$ cat src/sv/rcfg_pkg.sv
// Shared types and constants for the rainbow frame generator.
package rcfg_pkg;

   localparam int unsigned STRIP_LEN_W     = 7;
   localparam int unsigned LED_INDEX_W     = 6;
   localparam int unsigned COLOR_W         = 8;
   localparam int unsigned HUE_W           = 8;
   localparam int unsigned DIV_STEP_W      = 4;
   localparam logic [STRIP_LEN_W-1:0] STRIP_LEN_RESET = 7'd16;
   localparam logic [DIV_STEP_W-1:0]  DIV_TOP_STEP    = 4'd8;
   localparam logic [HUE_W-1:0]       HUE_SEG_1       = 8'd85;
   localparam logic [HUE_W-1:0]       HUE_SEG_2       = 8'd170;
   localparam logic [COLOR_W-1:0]     COLOR_MAX       = 8'd255;

   typedef enum logic [2:0] {
      ST_IDLE = 3'b001,
      ST_DIV  = 3'b010,
      ST_EMIT = 3'b100
   } state_type;

endpackage

$ cat src/sv/rainbow_cycle_frame_generator.sv
// Top level of the rainbow frame generator: sequencer, shared subtractor, colour wheel.
//
// Usage: each request on the req_ channel carries frame_tick. A request with
// frame_tick set produces one pixel write per LED on the rsp_ channel, strip
// position count-1-i for the i-th pixel, the last one flagged by frame_last;
// the hue offset then advances by one. A request with frame_tick clear emits
// nothing. A strip length of zero emits nothing but still advances the offset.
// Strip lengths above MAX_LEDS are clamped to MAX_LEDS.
// Timing: after a request is taken the block works out 256/count on one shared
// subtract-and-compare unit, one restoring step per cycle, then issues one pixel
// per cycle while rsp_ is not stalled, through the same unit, which steps the hue
// accumulator. req_stall stays high from the request until the last pixel is
// loaded into the output register.
// A stall on rsp_ holds the output register and pauses the pixel sequence.
// Reset (synchronous, active high) returns the strip length register to 16,
// the hue offset to zero and drops any pending output.
// csr_wr_en writes csr_wr_data into the strip length register; write only
// while the block is idle.
module rainbow_cycle_frame_generator
   import rcfg_pkg::*;
#(
   parameter int unsigned MAX_LEDS = 64
) (
   input  logic                   clock,
   input  logic                   reset,
   input  logic                   req_valid,
   output logic                   req_stall,
   input  logic                   req_frame_tick,
   output logic                   rsp_valid,
   input  logic                   rsp_stall,
   output logic [LED_INDEX_W-1:0] rsp_led_index,
   output logic [COLOR_W-1:0]     rsp_red,
   output logic [COLOR_W-1:0]     rsp_green,
   output logic [COLOR_W-1:0]     rsp_blue,
   output logic                   rsp_frame_last,
   input  logic                   csr_wr_en,
   input  logic [STRIP_LEN_W-1:0] csr_wr_data
);

   localparam int unsigned CNT_W = $clog2(MAX_LEDS + 1);

   state_type              state_ff, state_in;
   logic [STRIP_LEN_W-1:0] strip_len_ff, strip_len_in;
   logic [HUE_W-1:0]       hue_offset_ff, hue_offset_in;
   logic [CNT_W-1:0]       count_ff, count_in;
   logic [CNT_W-1:0]       rem_ff, rem_in;
   logic [HUE_W-1:0]       quot_ff, quot_in;
   logic [DIV_STEP_W-1:0]  step_ff, step_in;
   logic [CNT_W-1:0]       racc_ff, racc_in;
   logic [HUE_W-1:0]       qacc_ff, qacc_in;
   logic [CNT_W-1:0]       pix_ff, pix_in;
   logic                   out_valid_ff, out_valid_in;
   logic [LED_INDEX_W-1:0] out_index_ff, out_index_in;
   logic [COLOR_W-1:0]     out_red_ff, out_red_in;
   logic [COLOR_W-1:0]     out_green_ff, out_green_in;
   logic [COLOR_W-1:0]     out_blue_ff, out_blue_in;
   logic                   out_last_ff, out_last_in;

   logic [CNT_W:0]         sub_a;
   logic [CNT_W:0]         sub_diff;
   logic                   sub_ge;
   logic [CNT_W-1:0]       count_sat;
   logic                   req_take;
   logic                   out_free;
   logic                   pix_last;
   logic [HUE_W-1:0]       hue;
   logic [COLOR_W-1:0]     seg_h;
   logic [COLOR_W-1:0]     tri3;

   assign req_stall = (state_ff != ST_IDLE);
   assign req_take  = req_valid && !req_stall;
   assign out_free  = !out_valid_ff || !rsp_stall;
   assign pix_last  = (pix_ff == count_ff - CNT_W'(1));

   assign count_sat = (strip_len_ff > STRIP_LEN_W'(MAX_LEDS)) ? CNT_W'(MAX_LEDS)
                                                               : CNT_W'(strip_len_ff);

   // shared subtract-and-compare unit
   always_comb begin
      if (state_ff == ST_DIV) begin
         sub_a = {rem_ff, (step_ff == DIV_TOP_STEP)};
      end else begin
         sub_a = {1'b0, racc_ff} + {1'b0, rem_ff};
      end
      sub_ge   = (sub_a >= {1'b0, count_ff});
      sub_diff = sub_a - {1'b0, count_ff};
   end

   // colour wheel
   always_comb begin
      hue = qacc_ff + hue_offset_ff;
      priority if (hue < HUE_SEG_1) begin
         seg_h = hue;
      end else if (hue < HUE_SEG_2) begin
         seg_h = hue - HUE_SEG_1;
      end else begin
         seg_h = hue - HUE_SEG_2;
      end
      tri3 = {seg_h[COLOR_W-2:0], 1'b0} + seg_h;
      priority if (hue < HUE_SEG_1) begin
         out_red_in   = tri3;
         out_green_in = COLOR_MAX - tri3;
         out_blue_in  = '0;
      end else if (hue < HUE_SEG_2) begin
         out_red_in   = COLOR_MAX - tri3;
         out_green_in = '0;
         out_blue_in  = tri3;
      end else begin
         out_red_in   = '0;
         out_green_in = tri3;
         out_blue_in  = COLOR_MAX - tri3;
      end
      out_index_in = LED_INDEX_W'(count_ff - CNT_W'(1) - pix_ff);
      out_last_in  = pix_last;
   end

   always_comb begin
      state_in      = state_ff;
      strip_len_in  = csr_wr_en ? csr_wr_data : strip_len_ff;
      hue_offset_in = hue_offset_ff;
      count_in      = count_ff;
      rem_in        = rem_ff;
      quot_in       = quot_ff;
      step_in       = step_ff;
      racc_in       = racc_ff;
      qacc_in       = qacc_ff;
      pix_in        = pix_ff;
      out_valid_in  = out_valid_ff && rsp_stall;
      unique case (state_ff)
         ST_IDLE: begin
            if (req_take && req_frame_tick) begin
               count_in = count_sat;
               rem_in   = '0;
               quot_in  = '0;
               step_in  = DIV_TOP_STEP;
               if (count_sat == '0) begin
                  hue_offset_in = hue_offset_ff + HUE_W'(1);
               end else begin
                  state_in = ST_DIV;
               end
            end
         end
         ST_DIV: begin
            rem_in  = sub_ge ? sub_diff[CNT_W-1:0] : sub_a[CNT_W-1:0];
            quot_in = {quot_ff[HUE_W-2:0], sub_ge};
            step_in = step_ff - DIV_STEP_W'(1);
            if (step_ff == '0) begin
               racc_in  = '0;
               qacc_in  = '0;
               pix_in   = '0;
               state_in = ST_EMIT;
            end
         end
         ST_EMIT: begin
            if (out_free) begin
               out_valid_in = 1'b1;
               racc_in      = sub_ge ? sub_diff[CNT_W-1:0] : sub_a[CNT_W-1:0];
               qacc_in      = qacc_ff + quot_ff + HUE_W'(sub_ge);
               pix_in       = pix_ff + CNT_W'(1);
               if (pix_last) begin
                  hue_offset_in = hue_offset_ff + HUE_W'(1);
                  state_in      = ST_IDLE;
               end
            end
         end
         default: begin
            state_in = ST_IDLE;
         end
      endcase
   end

   always_ff @(posedge clock) begin
      if (reset) begin
         state_ff      <= ST_IDLE;
         strip_len_ff  <= STRIP_LEN_RESET;
         hue_offset_ff <= '0;
         out_valid_ff  <= 1'b0;
      end else begin
         state_ff      <= state_in;
         strip_len_ff  <= strip_len_in;
         hue_offset_ff <= hue_offset_in;
         out_valid_ff  <= out_valid_in;
      end
   end

   always_ff @(posedge clock) begin
      count_ff <= count_in;
      rem_ff   <= rem_in;
      quot_ff  <= quot_in;
      step_ff  <= step_in;
      racc_ff  <= racc_in;
      qacc_ff  <= qacc_in;
      pix_ff   <= pix_in;
      if ((state_ff == ST_EMIT) && out_free) begin
         out_index_ff <= out_index_in;
         out_red_ff   <= out_red_in;
         out_green_ff <= out_green_in;
         out_blue_ff  <= out_blue_in;
         out_last_ff  <= out_last_in;
      end
   end

   assign rsp_valid      = out_valid_ff;
   assign rsp_led_index  = out_index_ff;
   assign rsp_red        = out_red_ff;
   assign rsp_green      = out_green_ff;
   assign rsp_blue       = out_blue_ff;
   assign rsp_frame_last = out_last_ff;

endmodule

$ cat config.mk
export PLATFORM = sky130hd
export DESIGN_NAME = rainbow_cycle_frame_generator
export DESIGN_NICKNAME = d
export VERILOG_FILES = /design/src/sv/rcfg_pkg.sv /design/src/sv/rainbow_cycle_frame_generator.sv
export SDC_FILE = /design/constraint.sdc
export NUM_CORES = 1
export LEC_CHECK = 0
export BUFFER_PORTS_ARGS = -buffer_cell sky130_fd_sc_hd__buf_2
export CORE_MARGIN = 1.5
export CORE_UTILIZATION = 60
export CTS_BUF_LIST = sky130_fd_sc_hd__clkbuf_8
export DETAILED_ROUTE_END_ITERATION = 8
export PLACE_DENSITY_LB_ADDON = 0.2
export SLEW_MARGIN = 10
export SYNTH_ARGS = -nofsm -noshare
export SYNTH_HDL_FRONTEND = slang
export SYNTH_SLANG_ARGS = --single-unit
$ cat constraint.sdc
create_clock -name clock -period 6.6 [get_ports clock]
set_clock_uncertainty 0.1 [all_clocks]
set_input_delay 0.33 -clock clock [delete_from_list [all_inputs] [get_ports clock]]
set_output_delay 0.33 -clock clock [all_outputs]
set_load 0.005 [all_outputs]
# Yosys cells after proc, flatten, opt, wreduce, memory -nomap -nowiden
# Index checks and enable logic that the tools add are counted.
# classes
addsub	14
multipliers	0
div	0
order_cmp	4
eq_ne	12
n_shift	0
n_mux	37
n_bitwise	0
n_reduce_logical	18
# op_table
operator	n
8-bit 2-to-1 mux	15
8-bit case mux with 2 select lines	3
7-bit 2-to-1 mux	6
7-bit case mux with 2 select lines	3
8-bit adder	3
3-bit 2-to-1 mux	5
2-bit != test, second input constant	5
5-bit AND reduction	2
3-bit case mux with 3 select lines	1
7-bit by 7-bit adder with 8-bit output	1
8-bit by 1-bit adder with 8-bit output	1
8-bit by 1-bit adder with 8-bit output, second input constant	1
8-bit by 7-bit >= comparator with 1-bit output	1
8-bit by 7-bit < comparator with 1-bit output, second input constant	1
8-bit < comparator, second input constant	1
4-bit case mux with 2 select lines	1
8-bit by 7-bit subtractor with 8-bit output, second input constant	1
8-bit subtractor, first input constant	1
8-bit subtractor, second input constant	1
7-bit by 1-bit adder with 7-bit output, second input constant	1
7-bit equality test	1
7-bit greater-than comparator, second input constant	1
7-bit logical NOT	1
7-bit by 1-bit subtractor with 7-bit output, second input constant	1
other kinds (18)	27
# word_totals
register_bits	98
latchBits	0
ram_bits	0
rom_bits	0
elab_cells	101
mem_count	0

# Longest topological paths before layout
# logic_depth
ltp_word	8
mapped_depth	25
mapped_depth_nobuf	24

# Least setup slack after synthesis
# No wires, ideal clock.
# synth_path
path_type	register -> register
startpoint	register state_ff[2]
endpoint	register qacc_ff[6] (data pin)
setup_ps	266
arrival_time_ps	4709
required_time_ps	6234
slack_ps	1525
path_stages_with_launch	23
n_path_buf	2
cell_sequence	dfxtp_1 -> or3b_2 -> clkbuf_1 -> a21oi_1 -> ha_1 -> inv_1 -> fa_1 -> a21o_1 -> a21oi_1 -> o21bai_1 -> a21oi_1 -> nand2b_1 -> nor2b_1 -> clkbuf_1 -> inv_1 -> fa_1 -> fa_1 -> a21o_1 -> a21o_1 -> a21o_1 -> a21oi_1 -> xor2_1 -> nor2_1
# synth_between
elab_chain_len	6
elab_cells_between_ends	7
classes_between	1 x add/sub; 1 x order compare; 2 x eq/ne; 3 x mux
# synth_rtl
item	line	text
start, declared	rainbow_cycle_frame_generator.sv:42	state_type state_ff, state_in;
start signal, assigned	rainbow_cycle_frame_generator.sv:179	state_ff <= state_in;
3-bit by 2-bit equality test with 1-bit output	rainbow_cycle_frame_generator.sv:80	if (state_ff == ST_DIV) begin
8-bit 2-to-1 mux	rainbow_cycle_frame_generator.sv:80	
8-bit by 7-bit >= comparator with 1-bit output	rainbow_cycle_frame_generator.sv:85	sub_ge = (sub_a >= {1'b0, count_ff});
via sub_ge	rainbow_cycle_frame_generator.sv:61	logic sub_ge;
8-bit by 1-bit adder with 8-bit output	rainbow_cycle_frame_generator.sv:158	qacc_in = qacc_ff + quot_ff + HUE_W'(sub_ge);
8-bit 2-to-1 mux	rainbow_cycle_frame_generator.sv:155	if (out_free) begin
8-bit case mux with 2 select lines	rainbow_cycle_frame_generator.sv:129	unique case (state_ff)
end signal, assigned	rainbow_cycle_frame_generator.sv:192	qacc_ff <= qacc_in;
end, declared	rainbow_cycle_frame_generator.sv:50	logic [HUE_W-1:0] qacc_ff, qacc_in;
# The timed path passes the listed nets, and every way through them passes these cells. The select of a mux whose other input is x is not followed.
# A chain may end at the register's enable or synchronous reset.

# Final worst setup path
# layout_path
startpoint	register hue_offset_ff[0]
endpoint	register out_green_ff[6], in the netlist rsp_green[6] (data pin)
# layout_between
elab_chain_len	7
elab_cells_between_ends	11
classes_between	5 x add/sub; 2 x order compare; 4 x mux
# layout_rtl
item	line	text
start, declared	rainbow_cycle_frame_generator.sv:44	logic [HUE_W-1:0] hue_offset_ff, hue_offset_in;
start signal, assigned	rainbow_cycle_frame_generator.sv:181	hue_offset_ff <= hue_offset_in;
8-bit adder *	rainbow_cycle_frame_generator.sv:91	hue = qacc_ff + hue_offset_ff;
8-bit subtractor (tied with other cells)	rainbow_cycle_frame_generator.sv:97	seg_h = hue - HUE_SEG_2;
8-bit 2-to-1 mux	rainbow_cycle_frame_generator.sv:94	end else if (hue < HUE_SEG_2) begin
8-bit 2-to-1 mux	rainbow_cycle_frame_generator.sv:92	priority if (hue < HUE_SEG_1) begin
8-bit adder	rainbow_cycle_frame_generator.sv:99	tri3 = {seg_h[COLOR_W-2:0], 1'b0} + seg_h;
8-bit subtractor or 8-bit 2-to-1 mux (tied branches)	rainbow_cycle_frame_generator.sv:102, rainbow_cycle_frame_generator.sv:104	
8-bit 2-to-1 mux *	rainbow_cycle_frame_generator.sv:100	priority if (hue < HUE_SEG_1) begin
via out_green_in[6]	rainbow_cycle_frame_generator.sv:55	logic [COLOR_W-1:0] out_green_ff, out_green_in;
end signal, assigned	rainbow_cycle_frame_generator.sv:197	out_green_ff <= out_green_in;
end, declared	rainbow_cycle_frame_generator.sv:55	
# Mark *: on every way through the listed nets, which the timed path passes. The rest lies on a longest branch.

==> impl_metrics.json <==
{
  "post_drt_via_cell_ratio": 5.78,
  "slew_violations": 0,
  "relSlewSlack": 0.212,
  "synthFlopType": "edfxtp_1",
  "root_buffer": "clkbuf_8",
  "min_period_ns": 5.25,
  "netlist_area_sq_um": 6200,
  "mostFrequentLayoutCells": "edfxtp_1 (79), nor2_1 (62), ha_1 (46)",
  "nNetsFinal": 692,
  "hold_viol": 0,
  "final_common_cell": "edfxtp_1",
  "dieArea_sq_um": 11000,
  "grt_pass1_vias": 4215,
  "worst_pin_slew_ns": 1.18,
  "path_clk_slew_ns": 0.09,
  "htreeDepth": 3,
  "cp_common_cell": "ha_1",
  "setup_viol": 0,
  "p_comb_frac": 0.147,
  "vias": 4417,
  "cp_top_family": "compound AO/OA/AOI/OAI gates",
  "slowest_delay_ns": 0.60,
  "num_rows": 36,
  "required_ns": 6.68,
  "p_leak_nw": 2.81,
  "holdWs_ns": 0.0833,
  "portBuffers": 45,
  "die_h_um": 105,
  "seq_area_frac_synth": 0.444,
  "areaGrowthSynthToFinish_pct": 9.01,
  "internal_power_mw": 0.934,
  "cts_resized": 0,
  "fillers": 742,
  "crit_fanout": 8,
  "cts_hold_buf": 0,
  "seq_power_share": 0.551,
  "crit_path_end_kind": "flip-flop",
  "grt_max_degree": 32,
  "dp_hpwl_um": 9040,
  "post_cts_buffers": 0,
  "crit_type": "reg -> reg",
  "synth-edff-count": 79,
  "antenna_found_initial": 0,
  "n_antenna_cell": 0,
  "critPathSlowestCell": "nor2_1",
  "start_kind": "flip-flop",
  "start_util": 0.626,
  "ff2ff_setup_slack_ns": 1.35,
  "numCtsBuffers": 9,
  "cts_tree": "yes",
  "final.setup.tns_ns": 0,
  "io_pins": 46,
  "drc": 0,
  "rsz0062_at_grt": "false",
  "crit_chain": "ha_1 -> fa_1 -> inv_1 -> ha_1 -> o221ai_1 -> o311ai_2 -> a21boi_2 -> nor2_1 -> nor4_4 -> nor2_1 -> ha_1 -> a21oi_1 -> o21bai_1 -> a21oi_1 -> o41ai_4 -> xor2_2 -> mux2i_1",
  "gp_congestion": 0.879,
  "clock_latency_ns": 0.35,
  "grt_overflow_total": 0,
  "grt_usage": 0.225,
  "clock_power_share": 0.302,
  "drt_iter0_drc": 306,
  "grt_first_pass_wirelength_um": 19800,
  "syn_avg_cell_area_sq_um": 10.7,
  "timing.fmax_mhz": 191,
  "setup_ws_ns": 1.35,
  "status": "finished, final reports clean",
  "sw_frac_of_total": 0.254,
  "synthCells": 581,
  "wl_um": 11900,
  "cap_violations": 0,
  "cts_buffer_depth": 2,
  "die_x_um": 105,
  "cp_num_buf_inv": 1,
  "wl_per_cell_um": 15.6,
  "ys.warnings.count": 0,
  "synthArstFlopShare": 0,
  "syn_nets": 647,
  "ys_seq_elements": 98,
  "cts_num_sinks": 98,
  "powerDensity_nw_per_um2": 185,
  "pre_cts_ws_ns": 1.42,
  "core-area_sq_um": 9910,
  "finalCritPeriodShare": 0.795,
  "final_util": 0.683,
  "power_switching_mw": 0.318,
  "cp.arrival_ns": 5.33,
  "final_antenna_net_count": 0,
  "dr.pass1.iters": 5,
  "ir_drop_mv": 0.131,
  "hold_class": "in -> reg",
  "drive_above_1_share": 0.141,
  "ys_types": 64
}
-- kinds of logic after synthesis --
kind of cell	share of synthesized area
AOI/OAI and AO/OA	0.141
xor gates and xnor gates	0.0803
adders and majority gates	0.115
buffers and inverters	0.0323
DFF	0.444
muxes	0.0427
and+or+nand+nor	0.145
-- path summary, 6_finish.rpt --
kind                            depth (start not counted)                          start                            to
worst max register to register                         17  hue_offset_ff[0]$_SDFFE_PP0P_        rsp_green[6]$_DFFE_PP_
worst min register to register                          2   strip_len_ff[5]$_SDFFE_PP0P_  strip_len_ff[5]$_SDFFE_PP0P_
worst min-delay path                                    2                 csr_wr_data[4]  strip_len_ff[4]$_SDFFE_PP1P_
worst max-delay path                                   17  hue_offset_ff[0]$_SDFFE_PP0P_        rsp_green[6]$_DFFE_PP_
-- Yosys cell counts (7+ instances only) --
master | instances | area share
and3_1 | 10 | 0.010
mux2i_1 | 25 | 0.040
nand2b_1 | 8 | 0.0081
nand2_1 | 36 | 0.022
o21bai_1 | 9 | 0.011
nor2_1 | 62 | 0.038
nor3_1 | 10 | 0.0081
nand3_1 | 7 | 0.0056
inv_1 | 37 | 0.022
o21ai_0 | 18 | 0.015
nor2b_1 | 9 | 0.0091
xor2_1 | 19 | 0.027
and2_1 | 13 | 0.013
ha_1 | 46 | 0.093
dfxtp_1 | 19 | 0.061
edfxtp_1 | 79 | 0.38
fa_1 | 7 | 0.023
a21o_1 | 16 | 0.019
a21oi_1 | 38 | 0.031
clkbuf_1 | 13 | 0.0079
xnor2_1 | 29 | 0.041
-- through the flow --
step | instances | instance area [sq um] | power, mW
after floorplan | 581 | 6200 | 0.845
after global placement | 748 | 6570 | 0.880
after detailed placement | 748 | 6570 | 0.886
after CTS | 764 | 6760 | 1.26
after global routing | 764 | 6760 | 1.31
final | 764 | 6760 | 1.25
-- routing by layer --
layer  GRT usage  share of wire  up-vias
li1            -              -     2184
met1       0.293           0.45     2089
met4      0.0773          0.015        0
met2       0.376           0.49      128
met5           0              0        -
met3      0.0449          0.043       16
-- state kept, by name, summed over array words and instances (netlist names) --
register,count
rsp_red,8
hue_offset_ff,8
rsp_valid,1
step_ff,4
quot_ff,8
strip_len_ff,7
rsp_led_index,6
racc_ff,7
rsp_blue,8
rem_ff,7
rsp_frame_last,1
pix_ff,7
rsp_green,8
count_ff,7
state_ff,3
qacc_ff,8
-- power by group through the flow --
stage,clock network [mW],registers (mW),logic [mW]
finish,0.378,0.690,0.184
global route,0.414,0.692,0.205
CTS,0.386,0.690,0.184
detailed placement,0,0.704,0.182
global placement,0,0.703,0.177
floorplan,0,0.701,0.145
-- worst register-to-register path, cell delays in order, from the launching register on --
cell      delay (ns)
dfxtp_1         0.47
ha_1            0.28
fa_1            0.51
inv_1           0.19
ha_1            0.29
o221ai_1        0.15
o311ai_2        0.40
a21boi_2        0.14
nor2_1          0.60
nor4_4          0.12
nor2_1          0.28
ha_1            0.29
a21oi_1         0.23
o21bai_1        0.09
a21oi_1         0.24
o41ai_4         0.13
xor2_2          0.31
mux2i_1         0.27
-- area by class of cell --
| type | instances | area, sq um | area share |
|---|---|---|---|
| flip-flops and latches | 98 | 2750 | 0.407 |
| clock buffers | 9 | 124 | 0.0183 |
| multi-input cells | 430 | 3260 | 0.481 |
| inverters | 39 | 148 | 0.0218 |
| repair buffers | 48 | 248 | 0.0366 |
| well taps | 133 | 166 | 0.0246 |
| clock inverters | 7 | 70.1 | 0.0104 |
(Power assumes the default switching activity.)
